`config.mk`:
```
export PLATFORM = sky130hd
export DESIGN_NAME = swept_box_brush_clip_unit
export DESIGN_NICKNAME = d
export VERILOG_FILES = /design/src/sv/sbbc_pkg.sv /design/src/sv/sbbc_mul.sv /design/src/sv/sbbc_div.sv /design/src/sv/swept_box_brush_clip_unit.sv
export SDC_FILE = /design/constraint.sdc
export NUM_CORES = 2
export LEC_CHECK = 0
export BUFFER_PORTS_ARGS = -buffer_cell sky130_fd_sc_hd__buf_2
export CAP_MARGIN = 5
export CORE_ASPECT_RATIO = 1.75
export CORE_MARGIN = 2
export CORE_UTILIZATION = 25
export DETAILED_ROUTE_END_ITERATION = 10
export HOLD_SLACK_MARGIN = 0.08
export SYNTH_ARGS = -nofsm -noshare
export SYNTH_HDL_FRONTEND = slang
export SYNTH_HIERARCHICAL = 1
export SYNTH_SLANG_ARGS = --single-unit
```
`constraint.sdc`:
```
create_clock -name clk_i -period 16.6 [get_ports clk_i]
set_clock_uncertainty 0.2 [all_clocks]
set_input_delay 3.32 -clock clk_i [delete_from_list [all_inputs] [get_ports clk_i]]
set_output_delay 3.32 -clock clk_i [all_outputs]
set_load 0.02 [all_outputs]
```
`src/sv/sbbc_pkg.sv`:
```
`timescale 1ns / 1ps
// ----------------------------------------------------------------------------
// sbbc_pkg
// Shared types and constants of the swept box brush clip unit.
// ----------------------------------------------------------------------------
package sbbc_pkg;

  localparam int MaxSides = 32;
  localparam int SideW    = $clog2(MaxSides);
  localparam int OutSideW = 5;
  localparam int MacSteps = 9;
  localparam int MacCntW  = 4;
  localparam int DivSteps = 16;
  localparam int DivCntW  = 5;

  localparam logic signed [63:0] EpsQ32  = 64'sd134217728;
  localparam logic signed [17:0] MinusOne = -18'sd65536;
  localparam logic signed [17:0] PlusOne  = 18'sd65536;

  localparam int InTdataW  = 296;
  localparam int OutTdataW = 32;

  typedef enum logic [2:0] {
    CFG_BOX_MIN_X = 3'd0,
    CFG_BOX_MIN_Y = 3'd1,
    CFG_BOX_MIN_Z = 3'd2,
    CFG_BOX_MAX_X = 3'd3,
    CFG_BOX_MAX_Y = 3'd4,
    CFG_BOX_MAX_Z = 3'd5,
    CFG_POINT     = 3'd6,
    CFG_EXTENDED  = 3'd7
  } cfg_idx_e;

  typedef enum logic [2:0] {
    ST_IDLE,
    ST_MAC,
    ST_DIST,
    ST_DIFF,
    ST_CLASS,
    ST_DIV,
    ST_UPD,
    ST_FIN
  } state_e;

  typedef struct packed {
    logic        start;
    logic [63:0] num;
    logic [63:0] den;
  } div_req_t;

  typedef struct packed {
    logic        done;
    logic [15:0] quot;
  } div_rsp_t;

endpackage

```
`src/sv/sbbc_mul.sv`:
```
`timescale 1ns / 1ps
// ----------------------------------------------------------------------------
// sbbc_mul
// Registered 32 by 18 signed multiplier shared by all dot products.
// ----------------------------------------------------------------------------
module sbbc_mul (
  input  logic               clk_i,
  input  logic signed [31:0] a_i,
  input  logic signed [17:0] b_i,
  output logic signed [49:0] p_o
);

  logic signed [49:0] p_q;

  always_ff @(posedge clk_i) begin
    p_q <= a_i * b_i;
  end

  assign p_o = p_q;

endmodule

```
`src/sv/sbbc_div.sv`:
```
`timescale 1ns / 1ps
// ----------------------------------------------------------------------------
// sbbc_div
// Restoring fraction divider, one quotient bit per cycle, num below den.
// ----------------------------------------------------------------------------
module sbbc_div (
  input  logic                clk_i,
  input  logic                rst_ni,
  input  sbbc_pkg::div_req_t  req_i,
  output sbbc_pkg::div_rsp_t  rsp_o
);

  logic [64:0]                  rem_q, rem_d;
  logic [63:0]                  den_q;
  logic [15:0]                  quot_q, quot_d;
  logic [sbbc_pkg::DivCntW-1:0] cnt_q;
  logic                         busy_q, done_q;
  logic [64:0]                  shifted;

  always_comb begin
    shifted = {rem_q[63:0], 1'b0};
    if (shifted >= {1'b0, den_q}) begin
      rem_d  = shifted - {1'b0, den_q};
      quot_d = {quot_q[14:0], 1'b1};
    end else begin
      rem_d  = shifted;
      quot_d = {quot_q[14:0], 1'b0};
    end
  end

  always_ff @(posedge clk_i or negedge rst_ni) begin
    if (!rst_ni) begin
      busy_q <= 1'b0;
      done_q <= 1'b0;
      cnt_q  <= '0;
    end else begin
      done_q <= 1'b0;
      if (req_i.start) begin
        busy_q <= 1'b1;
        cnt_q  <= '0;
      end else if (busy_q) begin
        cnt_q <= cnt_q + 1'b1;
        if (cnt_q == sbbc_pkg::DivCntW'(sbbc_pkg::DivSteps - 1)) begin
          busy_q <= 1'b0;
          done_q <= 1'b1;
        end
      end
    end
  end

  always_ff @(posedge clk_i) begin
    if (req_i.start) begin
      rem_q  <= {1'b0, req_i.num};
      den_q  <= req_i.den;
      quot_q <= '0;
    end else if (busy_q) begin
      rem_q  <= rem_d;
      quot_q <= quot_d;
    end
  end

  assign rsp_o.done = done_q;
  assign rsp_o.quot = quot_q;

endmodule

```
`src/sv/swept_box_brush_clip_unit.sv`:
```
`timescale 1ns / 1ps
// ----------------------------------------------------------------------------
// swept_box_brush_clip_unit
// Sweeps a box or point against a convex brush given one side plane per word.
// ----------------------------------------------------------------------------
//  channel  | direction | contents
//  s_axis   | in        | one side plane and the sweep, tlast on the final side
//  m_axis   | out       | one clip result per brush
//  cfg      | in        | box offsets, point mode, extended mode
//
// A side steps through the MAC, DIST, DIFF, CLASS, DIV, UPD and FIN states; a
// side with a zero fraction skips DIV, and a side after an early exit goes to
// FIN at once. The shared multiplier runs nine dot-product steps and
// the divider one quotient bit per cycle. s_axis_tready is high only while the
// sequencer is idle. The final side also waits until the output register is free.
// Reset clears the brush state and the configuration registers.
module swept_box_brush_clip_unit (
  input  logic                            clk_i,
  input  logic                            rst_ni,
  input  logic                            s_axis_tvalid,
  output logic                            s_axis_tready,
  // start_x, start_y, start_z, end_x, end_y, end_z, normal_x, normal_y,
  // normal_z, plane_dist, best_fraction_in, zero pad
  input  logic [sbbc_pkg::InTdataW-1:0]   s_axis_tdata,
  input  logic                            s_axis_tlast,
  output logic                            m_axis_tvalid,
  input  logic                            m_axis_tready,
  // hit, fraction, enter_side, second_valid, second_side, start_solid,
  // all_solid, fraction_zeroed
  output logic [sbbc_pkg::OutTdataW-1:0]  m_axis_tdata,
  input  logic                            cfg_we_i,
  input  logic [2:0]                      cfg_idx_i,
  input  logic [31:0]                     cfg_data_i
);

  localparam int SW = sbbc_pkg::SideW;

  // configuration
  logic signed [31:0] box_min_q [3];
  logic signed [31:0] box_max_q [3];
  logic               point_q, ext_q;

  always_ff @(posedge clk_i or negedge rst_ni) begin
    if (!rst_ni) begin
      for (int i = 0; i < 3; i++) begin
        box_min_q[i] <= '0;
        box_max_q[i] <= '0;
      end
      point_q <= 1'b0;
      ext_q   <= 1'b0;
    end else if (cfg_we_i) begin
      case (sbbc_pkg::cfg_idx_e'(cfg_idx_i))
        sbbc_pkg::CFG_BOX_MIN_X: box_min_q[0] <= cfg_data_i;
        sbbc_pkg::CFG_BOX_MIN_Y: box_min_q[1] <= cfg_data_i;
        sbbc_pkg::CFG_BOX_MIN_Z: box_min_q[2] <= cfg_data_i;
        sbbc_pkg::CFG_BOX_MAX_X: box_max_q[0] <= cfg_data_i;
        sbbc_pkg::CFG_BOX_MAX_Y: box_max_q[1] <= cfg_data_i;
        sbbc_pkg::CFG_BOX_MAX_Z: box_max_q[2] <= cfg_data_i;
        sbbc_pkg::CFG_POINT:     point_q      <= cfg_data_i[0];
        sbbc_pkg::CFG_EXTENDED:  ext_q        <= cfg_data_i[0];
        default: ;
      endcase
    end
  end

  // latched input word
  logic signed [31:0] start_q [3];
  logic signed [31:0] end_q   [3];
  logic signed [17:0] norm_q  [3];
  logic signed [31:0] pdist_q;
  logic [16:0]        bfin_q;
  logic               last_q;

  sbbc_pkg::state_e state_q, state_d;
  logic                          in_acc;
  logic [sbbc_pkg::MacCntW-1:0]  mcnt_q;
  logic [1:0]                    macc_idx_q;
  logic                          macc_vld_q;

  // brush state
  logic signed [17:0] best_enter_q, second_enter_q, least_leave_q;
  logic [SW-1:0]      best_side_q, second_side_q, side_cnt_q;
  logic               second_seen_q, ends_out_q, starts_out_q, early_q;

  logic signed [63:0] acc_q [3];
  logic signed [63:0] dist_q, d1_q, d2_q;
  logic [63:0]        num_q, den_q;
  logic               entering_q;
  logic [15:0]        frac_q;

  logic                 out_vld_q;
  logic [sbbc_pkg::OutTdataW-1:0] out_data_q;

  assign s_axis_tready = (state_q == sbbc_pkg::ST_IDLE);
  assign in_acc        = s_axis_tvalid && s_axis_tready;

  // shared multiplier operand select
  logic signed [31:0] mul_a;
  logic signed [17:0] mul_b;
  logic signed [49:0] mul_p;
  logic [1:0]         axis_q;
  logic [1:0]         grp_q;

  always_comb begin
    mul_b = norm_q[axis_q];
    case (grp_q)
      2'd0:    mul_a = start_q[axis_q];
      2'd1:    mul_a = end_q[axis_q];
      default: mul_a = norm_q[axis_q][17] ? box_max_q[axis_q] : box_min_q[axis_q];
    endcase
  end

  sbbc_mul u_mul (
    .clk_i (clk_i),
    .a_i   (mul_a),
    .b_i   (mul_b),
    .p_o   (mul_p)
  );

  sbbc_pkg::div_req_t div_req;
  sbbc_pkg::div_rsp_t div_rsp;

  sbbc_div u_div (
    .clk_i  (clk_i),
    .rst_ni (rst_ni),
    .req_i  (div_req),
    .rsp_o  (div_rsp)
  );

  // classification of the side from d1 and d2
  logic cls_early, cls_behind, cls_enter;
  logic signed [63:0] cls_num;
  logic [63:0]        cls_den;

  always_comb begin
    cls_early  = (d1_q > 0) && ((d2_q >= sbbc_pkg::EpsQ32) || (d2_q >= d1_q));
    cls_behind = (d1_q <= 0) && (d2_q <= 0);
    cls_enter  = d1_q > d2_q;
    cls_num    = cls_enter ? (d1_q - sbbc_pkg::EpsQ32) : (-d1_q - sbbc_pkg::EpsQ32);
    cls_den    = cls_enter ? 64'(d1_q - d2_q) : 64'(d2_q - d1_q);
  end

  // next state
  always_comb begin
    state_d = state_q;
    case (state_q)
      sbbc_pkg::ST_IDLE: begin
        if (in_acc) begin
          state_d = early_q ? sbbc_pkg::ST_FIN : sbbc_pkg::ST_MAC;
        end
      end
      sbbc_pkg::ST_MAC: begin
        if (!macc_vld_q && mcnt_q == sbbc_pkg::MacCntW'(sbbc_pkg::MacSteps)) begin
          state_d = sbbc_pkg::ST_DIST;
        end
      end
      sbbc_pkg::ST_DIST: state_d = sbbc_pkg::ST_DIFF;
      sbbc_pkg::ST_DIFF: state_d = sbbc_pkg::ST_CLASS;
      sbbc_pkg::ST_CLASS: begin
        if (cls_early || cls_behind) begin
          state_d = sbbc_pkg::ST_FIN;
        end else if (cls_num <= 0) begin
          state_d = sbbc_pkg::ST_UPD;
        end else begin
          state_d = sbbc_pkg::ST_DIV;
        end
      end
      sbbc_pkg::ST_DIV: begin
        if (div_rsp.done) begin
          state_d = sbbc_pkg::ST_UPD;
        end
      end
      sbbc_pkg::ST_UPD: state_d = sbbc_pkg::ST_FIN;
      sbbc_pkg::ST_FIN: begin
        if (!last_q || !out_vld_q || m_axis_tready) begin
          state_d = sbbc_pkg::ST_IDLE;
        end
      end
      default: state_d = sbbc_pkg::ST_IDLE;
    endcase
  end

  // outputs of the sequencer
  always_comb begin
    div_req.start = (state_q == sbbc_pkg::ST_CLASS) && !cls_early && !cls_behind &&
                    (cls_num > 0);
    div_req.num   = 64'(cls_num);
    div_req.den   = cls_den;
  end

  always_ff @(posedge clk_i or negedge rst_ni) begin
    if (!rst_ni) begin
      state_q <= sbbc_pkg::ST_IDLE;
    end else begin
      state_q <= state_d;
    end
  end

  // payload capture and datapath
  always_ff @(posedge clk_i) begin
    if (in_acc) begin
      for (int i = 0; i < 3; i++) begin
        start_q[i] <= s_axis_tdata[32*i +: 32];
        end_q[i]   <= s_axis_tdata[96 + 32*i +: 32];
        norm_q[i]  <= s_axis_tdata[192 + 18*i +: 18];
        acc_q[i]   <= '0;
      end
      pdist_q <= s_axis_tdata[277:246];
      bfin_q  <= s_axis_tdata[294:278];
      last_q  <= s_axis_tlast;
    end
    if (macc_vld_q) begin
      acc_q[macc_idx_q] <= acc_q[macc_idx_q] + 64'(mul_p);
    end
    if (state_q == sbbc_pkg::ST_DIST) begin
      dist_q <= point_q ? {{16{pdist_q[31]}}, pdist_q, 16'b0}
                        : {{16{pdist_q[31]}}, pdist_q, 16'b0} - acc_q[2];
    end
    if (state_q == sbbc_pkg::ST_DIFF) begin
      d1_q <= acc_q[0] - dist_q;
      d2_q <= acc_q[1] - dist_q;
    end
    if (state_q == sbbc_pkg::ST_CLASS) begin
      entering_q <= cls_enter;
      num_q      <= 64'(cls_num);
      den_q      <= cls_den;
      frac_q     <= '0;
    end
    if (state_q == sbbc_pkg::ST_DIV && div_rsp.done) begin
      frac_q <= div_rsp.quot;
    end
  end

  // multiply-accumulate sequencing; the axis steps fastest, then the operand group
  always_ff @(posedge clk_i or negedge rst_ni) begin
    if (!rst_ni) begin
      mcnt_q     <= '0;
      macc_vld_q <= 1'b0;
      macc_idx_q <= '0;
      axis_q     <= '0;
      grp_q      <= '0;
    end else begin
      macc_vld_q <= 1'b0;
      if (in_acc) begin
        mcnt_q <= '0;
        axis_q <= '0;
        grp_q  <= '0;
      end else if (state_q == sbbc_pkg::ST_MAC &&
                   mcnt_q != sbbc_pkg::MacCntW'(sbbc_pkg::MacSteps)) begin
        mcnt_q     <= mcnt_q + 1'b1;
        macc_vld_q <= 1'b1;
        macc_idx_q <= grp_q;
        if (axis_q == 2'd2) begin
          axis_q <= '0;
          grp_q  <= grp_q + 1'b1;
        end else begin
          axis_q <= axis_q + 1'b1;
        end
      end
    end
  end

  // brush state and result
  logic signed [17:0] frac_s;
  logic               hit;
  logic [sbbc_pkg::OutTdataW-1:0] result;

  always_comb begin
    frac_s = {2'b00, frac_q};
    hit    = (best_enter_q < least_leave_q) && (best_enter_q > sbbc_pkg::MinusOne) &&
             (best_enter_q < $signed({1'b0, bfin_q}));
    result = '0;
    if (!early_q) begin
      if (!starts_out_q) begin
        result[29] = 1'b1;
        if (!ends_out_q) begin
          result[30] = 1'b1;
          result[31] = ext_q;
        end
      end else if (hit) begin
        result[0]     = 1'b1;
        result[17:1]  = best_enter_q[16:0];
        result[22:18] = sbbc_pkg::OutSideW'(best_side_q);
        if (second_seen_q) begin
          result[23]    = 1'b1;
          result[28:24] = sbbc_pkg::OutSideW'(second_side_q);
        end
      end
    end
  end

  always_ff @(posedge clk_i or negedge rst_ni) begin
    if (!rst_ni) begin
      best_enter_q   <= sbbc_pkg::MinusOne;
      second_enter_q <= sbbc_pkg::MinusOne;
      least_leave_q  <= sbbc_pkg::PlusOne;
      best_side_q    <= '0;
      second_side_q  <= '0;
      side_cnt_q     <= '0;
      second_seen_q  <= 1'b0;
      ends_out_q     <= 1'b0;
      starts_out_q   <= 1'b0;
      early_q        <= 1'b0;
      out_vld_q      <= 1'b0;
      out_data_q     <= '0;
    end else begin
      // A final side that finishes while the word is taken reloads the register below.
      if (out_vld_q && m_axis_tready && !(state_q == sbbc_pkg::ST_FIN && last_q)) begin
        out_vld_q <= 1'b0;
      end
      if (state_q == sbbc_pkg::ST_CLASS) begin
        if (d2_q > 0) ends_out_q <= 1'b1;
        if (d1_q > 0) starts_out_q <= 1'b1;
        if (cls_early) early_q <= 1'b1;
      end
      if (state_q == sbbc_pkg::ST_UPD) begin
        if (entering_q) begin
          if (frac_s > best_enter_q) begin
            best_enter_q <= frac_s;
            best_side_q  <= side_cnt_q;
          end else if (frac_s > second_enter_q) begin
            second_enter_q <= frac_s;
            second_side_q  <= side_cnt_q;
            second_seen_q  <= 1'b1;
          end
        end else if (frac_s < least_leave_q) begin
          least_leave_q <= frac_s;
        end
      end
      if (state_q == sbbc_pkg::ST_FIN && state_d == sbbc_pkg::ST_IDLE) begin
        if (!last_q) begin
          side_cnt_q <= (side_cnt_q == SW'(sbbc_pkg::MaxSides - 1)) ? '0
                                                                    : side_cnt_q + 1'b1;
        end else begin
          out_vld_q      <= 1'b1;
          out_data_q     <= result;
          best_enter_q   <= sbbc_pkg::MinusOne;
          second_enter_q <= sbbc_pkg::MinusOne;
          least_leave_q  <= sbbc_pkg::PlusOne;
          best_side_q    <= '0;
          second_side_q  <= '0;
          side_cnt_q     <= '0;
          second_seen_q  <= 1'b0;
          ends_out_q     <= 1'b0;
          starts_out_q   <= 1'b0;
          early_q        <= 1'b0;
        end
      end
    end
  end

  assign m_axis_tvalid = out_vld_q;
  assign m_axis_tdata  = out_data_q;

endmodule
```
==> results <==
- The initial cell density of the core is 25.1%.
- The worst path in the final design needs a cycle of 10360 ps, including I/O delays and setup.
- The data required time of the critical path is 17040 ps.
- The number of buffers inserted by port buffering is 369.
- Along the worst path, the maximum fanout reaches 45.
- Routability-driven placement finished with a final weighted congestion of 0.999.
- The final net count is 12000.
- The source-to-sink clock delay at the later pin of the worst-skew pair is 890 ps.
- Yosys mapped the design onto 115 distinct sky130hd cell types.
- The area overhead of the layout relative to synthesis is 12.2%.
- The sequential cells in the finished layout cover a total of 36100 um2.
- The first global-routing pass estimated 485000 um of wire.
- Synthesis produced 10300 cells.
- Setup repair after global routing left no endpoint under its margin.
- The final hold violation count was 0.
- The biggest area contributor in the post-synthesis netlist is sky130_fd_sc_hd__edfxtp_1.
- The number of synthesized flops with an enable pin is 889.
- The placement row count is 307.
- The clock edge transition at the registers on the reported setup and hold paths is 60 ps.
- The via count of the first global-routing pass is 80200.
- The CTS buffer count is 145.
- The number of stages on the worst hold path is 2.
- In the final layout, the multi-input gates occupy 57700 um2.
- The part of the cycle the worst path needs is 62.4%.
- In the routed layout, each cell is associated on average with a via count of 4.84.
- Grouping stages by cell kind, the critical path spends the most delay in adder cells.
- The number of buffers and inverters on the critical path is 5.
- Global routing used 15.7% of the available tracks.
- A synthesized cell averages 9.77 um2.
- The clock tree from TritonCTS is built.
- The post-CTS resize count is 0.
- The startpoint of the worst-slack reg-to-reg timing path is axis_q[0]$_DFFE_PN0P_.
- In this run, synthesis produced a sequential element count of 1276.
- The estimated wirelength of the detail-placed design is 255000 um.
- The setup TNS is 0 ps.
- The total number of yosys warnings is 6.
- In this run the critical register-to-register path is captured at u_mul/p_o[49]$_DFF_P_.
- The floorplan die area is 406000 um2.
- The first detailed-routing pass took 7 iterations.
- In this run the number of H-tree levels came out at 4.
- The root buffer cell chosen for the clock tree is sky130_fd_sc_hd__clkbuf_16.
- Summed over all layers, the global routing overflow is 0.
- The number of placed I/O pins is 371.
- Headroom to the max-slew limit came out at 5.36%.
- The count of pins over their slew limit is 0.
- Summing the sequential cell areas from Yosys gives 36.0% of the chip area.
- The critical path starts at axis_q[0]$_DFFE_PN0P_.
- For hold timing, the worst endpoint is u_div/quot_q[6]$_SDFFE_PP0P_.
- In this run the standard cell core region covers 399000 um2.
- The most numerous cell type found on the critical path is sky130_fd_sc_hd__fa_1.
- At the worst endpoint, the arrival time is 10800 ps.
- The delay of the slowest cell on the worst path is 1070 ps.
- The reported max-cap violation count is 0.
- The largest net degree at the start of global routing is 140.
- From left edge to right edge, the die measures 483 um.
- Derived from the worst setup path, the maximum achievable clock frequency is 96.5 MHz.
- The number of fill cells in the layout is 41900.
- The clock passes through at most 4 buffers.
- The path class of the tightest hold or removal check is flop to flop.
- The clock sink total is 1276.
- The initial antenna violation count came to 49.
- The fraction of synthesized cell area taken by the top area cell type is 26.6%.
- When the netlist entered floorplanning its net count stood at 11800.
- The transition at the pin with the smallest max-transition slack is 1410 ps.
- Wires add up to 325000 um.
- For this block, the via count after detailed routing is 76400.
- Measured in cells, the most critical reg-to-reg path has a length of 26.
- Ranked by total cell area, the synthesized netlist is headed by sky130_fd_sc_hd__edfxtp_1 27%, sky130_fd_sc_hd__fa_1 11%, sky130_fd_sc_hd__ha_1 8.0%.
- The detailed router's first-iteration violation count is 4354.
- The async set or reset register ratio after synthesis is 25.2%.
- Setup violations remaining at the end of the flow were counted as 0.
- The nature of the critical path endpoint is a flop.
- The remaining routing DRC violations is 0.
- In this run the remaining antenna-violating nets after routing total 0.
- Dividing the detail-routed wire length by the instance count gives 20.6 um.
- The share of post-route cells with drive strength above 1 is 11.0%.
- The flow ran to the end, and the final reports show no timing, DRC or antenna violations.
- From bottom edge to top edge, the die measures 841 um.
- The post-route worst hold slack is 240 ps.
- The number of buffers added to fix hold violations after cts is 0.
- The most instantiated flip-flop cell in the synthesis netlist is sky130_fd_sc_hd__edfxtp_1.
- The start point of the worst min-delay path is u_div/quot_q[5]$_SDFFE_PP0P_.
- The buffer count from post-CTS setup fixing is 0.
- The setup path with the least slack is of type flop to flop.
- The setup check on the worst reg-to-reg path leaves a slack of 6240 ps.
- After synthesis the cells add up to 100000 um2.
- The critical path startpoint category is a flop.
- The worst-path cell with the longest stage delay is sky130_fd_sc_hd__o21ai_2.
-- worst max-delay path by stage --
stage	end	slack, ps	cells after the start
after CTS	u_mul/p_o[49]$_DFF_P_	6150	26
after global placement	u_mul/p_o[49]$_DFF_P_	6260	26
final	u_mul/p_o[49]$_DFF_P_	6240	26
after floorplan	d1_q[0]$_DFFE_PP_	5700	2
after detailed placement	u_mul/p_o[49]$_DFF_P_	6220	26
after global routing	u_mul/p_o[49]$_DFF_P_	5710	26
-- cells in the mapped netlist, drive strengths merged, types with 64 or more instances --
| library cell | n |
|---|---|
| mux2 | 226 |
| nor4 | 67 |
| xnor2 | 292 |
| o21bai | 120 |
| nand3 | 120 |
| nand2 | 962 |
| o21ai | 677 |
| a21oi | 644 |
| nand2b | 74 |
| dfxtp | 66 |
| a21o | 294 |
| ha | 642 |
| a31oi | 68 |
| xor2 | 163 |
| fa | 559 |
| clkbuf | 338 |
| mux2i | 231 |
| nor2 | 653 |
| mux4 | 64 |
| dfrtp | 316 |
| o211ai | 88 |
| edfxtp | 889 |
| buf | 148 |
| and2 | 281 |
| o21a | 72 |
| nand4 | 139 |
| nor3 | 140 |
| inv | 1230 |
-- cell type report --
type	count	share of cell area, %
Antenna cell	11	0.0245
Clock buffer	176	3.42
Clock inverter	74	0.670
Inverter	1231	4.12
Multi-Input combinational cell	7264	51.3
Sequential cell	1276	32.1
Tap cell	5253	5.85
Timing Repair Buffer	494	2.52
-- cell families after synthesis --
family          Yosys count  share of synthesized area [%]
simple gates           2706                           12.8
xor+xnor                455                           3.98
flops                  1276                           36.0
buf+inv                1717                           6.69
compound gates         2381                           15.0
fa+ha+maj              1201                           19.2
mux                     521                           6.29
-- cell usage in the layout (no fill, tap or decap), drive strengths merged, types with 23 or more instances in the layout --
master and count:
clkinv 45, o21a 72, or2 38, nand4 139, mux2i 231, o21ai 677, a22o 26, nor4 67
o21bai 120, a21boi 30, nand2b 74, dfxtp 66, and2 281, o31ai 46, nor2 653, ha 642
nand3 120, buf 494, a21o 294, nor3 140, fa 559, o211ai 88, xor2 163, and3 60
a31oi 68, edfxtp 889, nor2b 53, inv 1237, xnor2 292, nand2 962, dfrtp 316, a221oi 24
and4 23, or3 37, a21oi 644, a22oi 48, mux2 226, clkbuf 176, mux4 64, a211oi 59
-- worst register-to-register path, stage by stage (launching register included) --
cell and delay [ps]:
sky130_fd_sc_hd__dfrtp_4 700, sky130_fd_sc_hd__buf_4 490, sky130_fd_sc_hd__nor2b_4 830, sky130_fd_sc_hd__buf_4 530
sky130_fd_sc_hd__nand2_1 100, sky130_fd_sc_hd__o211ai_1 90, sky130_fd_sc_hd__o21ai_0 360, sky130_fd_sc_hd__o21ai_2 1070
sky130_fd_sc_hd__nand2_1 190, sky130_fd_sc_hd__fa_1 580, sky130_fd_sc_hd__fa_1 430, sky130_fd_sc_hd__fa_1 520
sky130_fd_sc_hd__inv_1 60, sky130_fd_sc_hd__fa_1 460, sky130_fd_sc_hd__fa_1 540, sky130_fd_sc_hd__inv_1 50
sky130_fd_sc_hd__fa_1 570, sky130_fd_sc_hd__inv_1 60, sky130_fd_sc_hd__ha_1 420, sky130_fd_sc_hd__a21oi_4 200
sky130_fd_sc_hd__o211ai_1 120, sky130_fd_sc_hd__a31oi_1 240, sky130_fd_sc_hd__nand3_1 230, sky130_fd_sc_hd__a21o_1 280
sky130_fd_sc_hd__a41o_1 320, sky130_fd_sc_hd__a31o_1 250, sky130_fd_sc_hd__a311oi_1 330
-- layer usage --
layer | share of wire, % | track usage [%] | wire length [um]
met5 | 0.070 | 0 | 229
met1 | 34 | 15.2 | 111000
met2 | 52 | 29.4 | 169000
met4 | 9.5 | 12.6 | 30900
met3 | 4.4 | 2.18 | 14300
-- registers in the layout, indices dropped and copies added (netlist names), 32 cells and up --
name	count
dist_q	64
d1_q	64
start_q	96
u_mul/p_o	50
u_div/den_q	64
u_div/rem_q	64
d2_q	64
box_max_q	96
m_axis_tdata	32
pdist_q	32
end_q	96
acc_q	256
norm_q	54
box_min_q	96
-- stage by stage --
step	utilization, %	instances	setup slack [ps]	cell area [um2]
floorplan	-	10300	5700	100000
global placement	27.0	15500	6260	108000
detailed placement	27.0	15500	6220	108000
CTS	28.2	15800	6150	112000
global route	28.2	15800	5710	112000
finish	28.2	15800	6240	112000
Power is left out: the tool's default activity adds up to more than one toggle a clock period on the data nets, which glitch-free logic cannot reach.
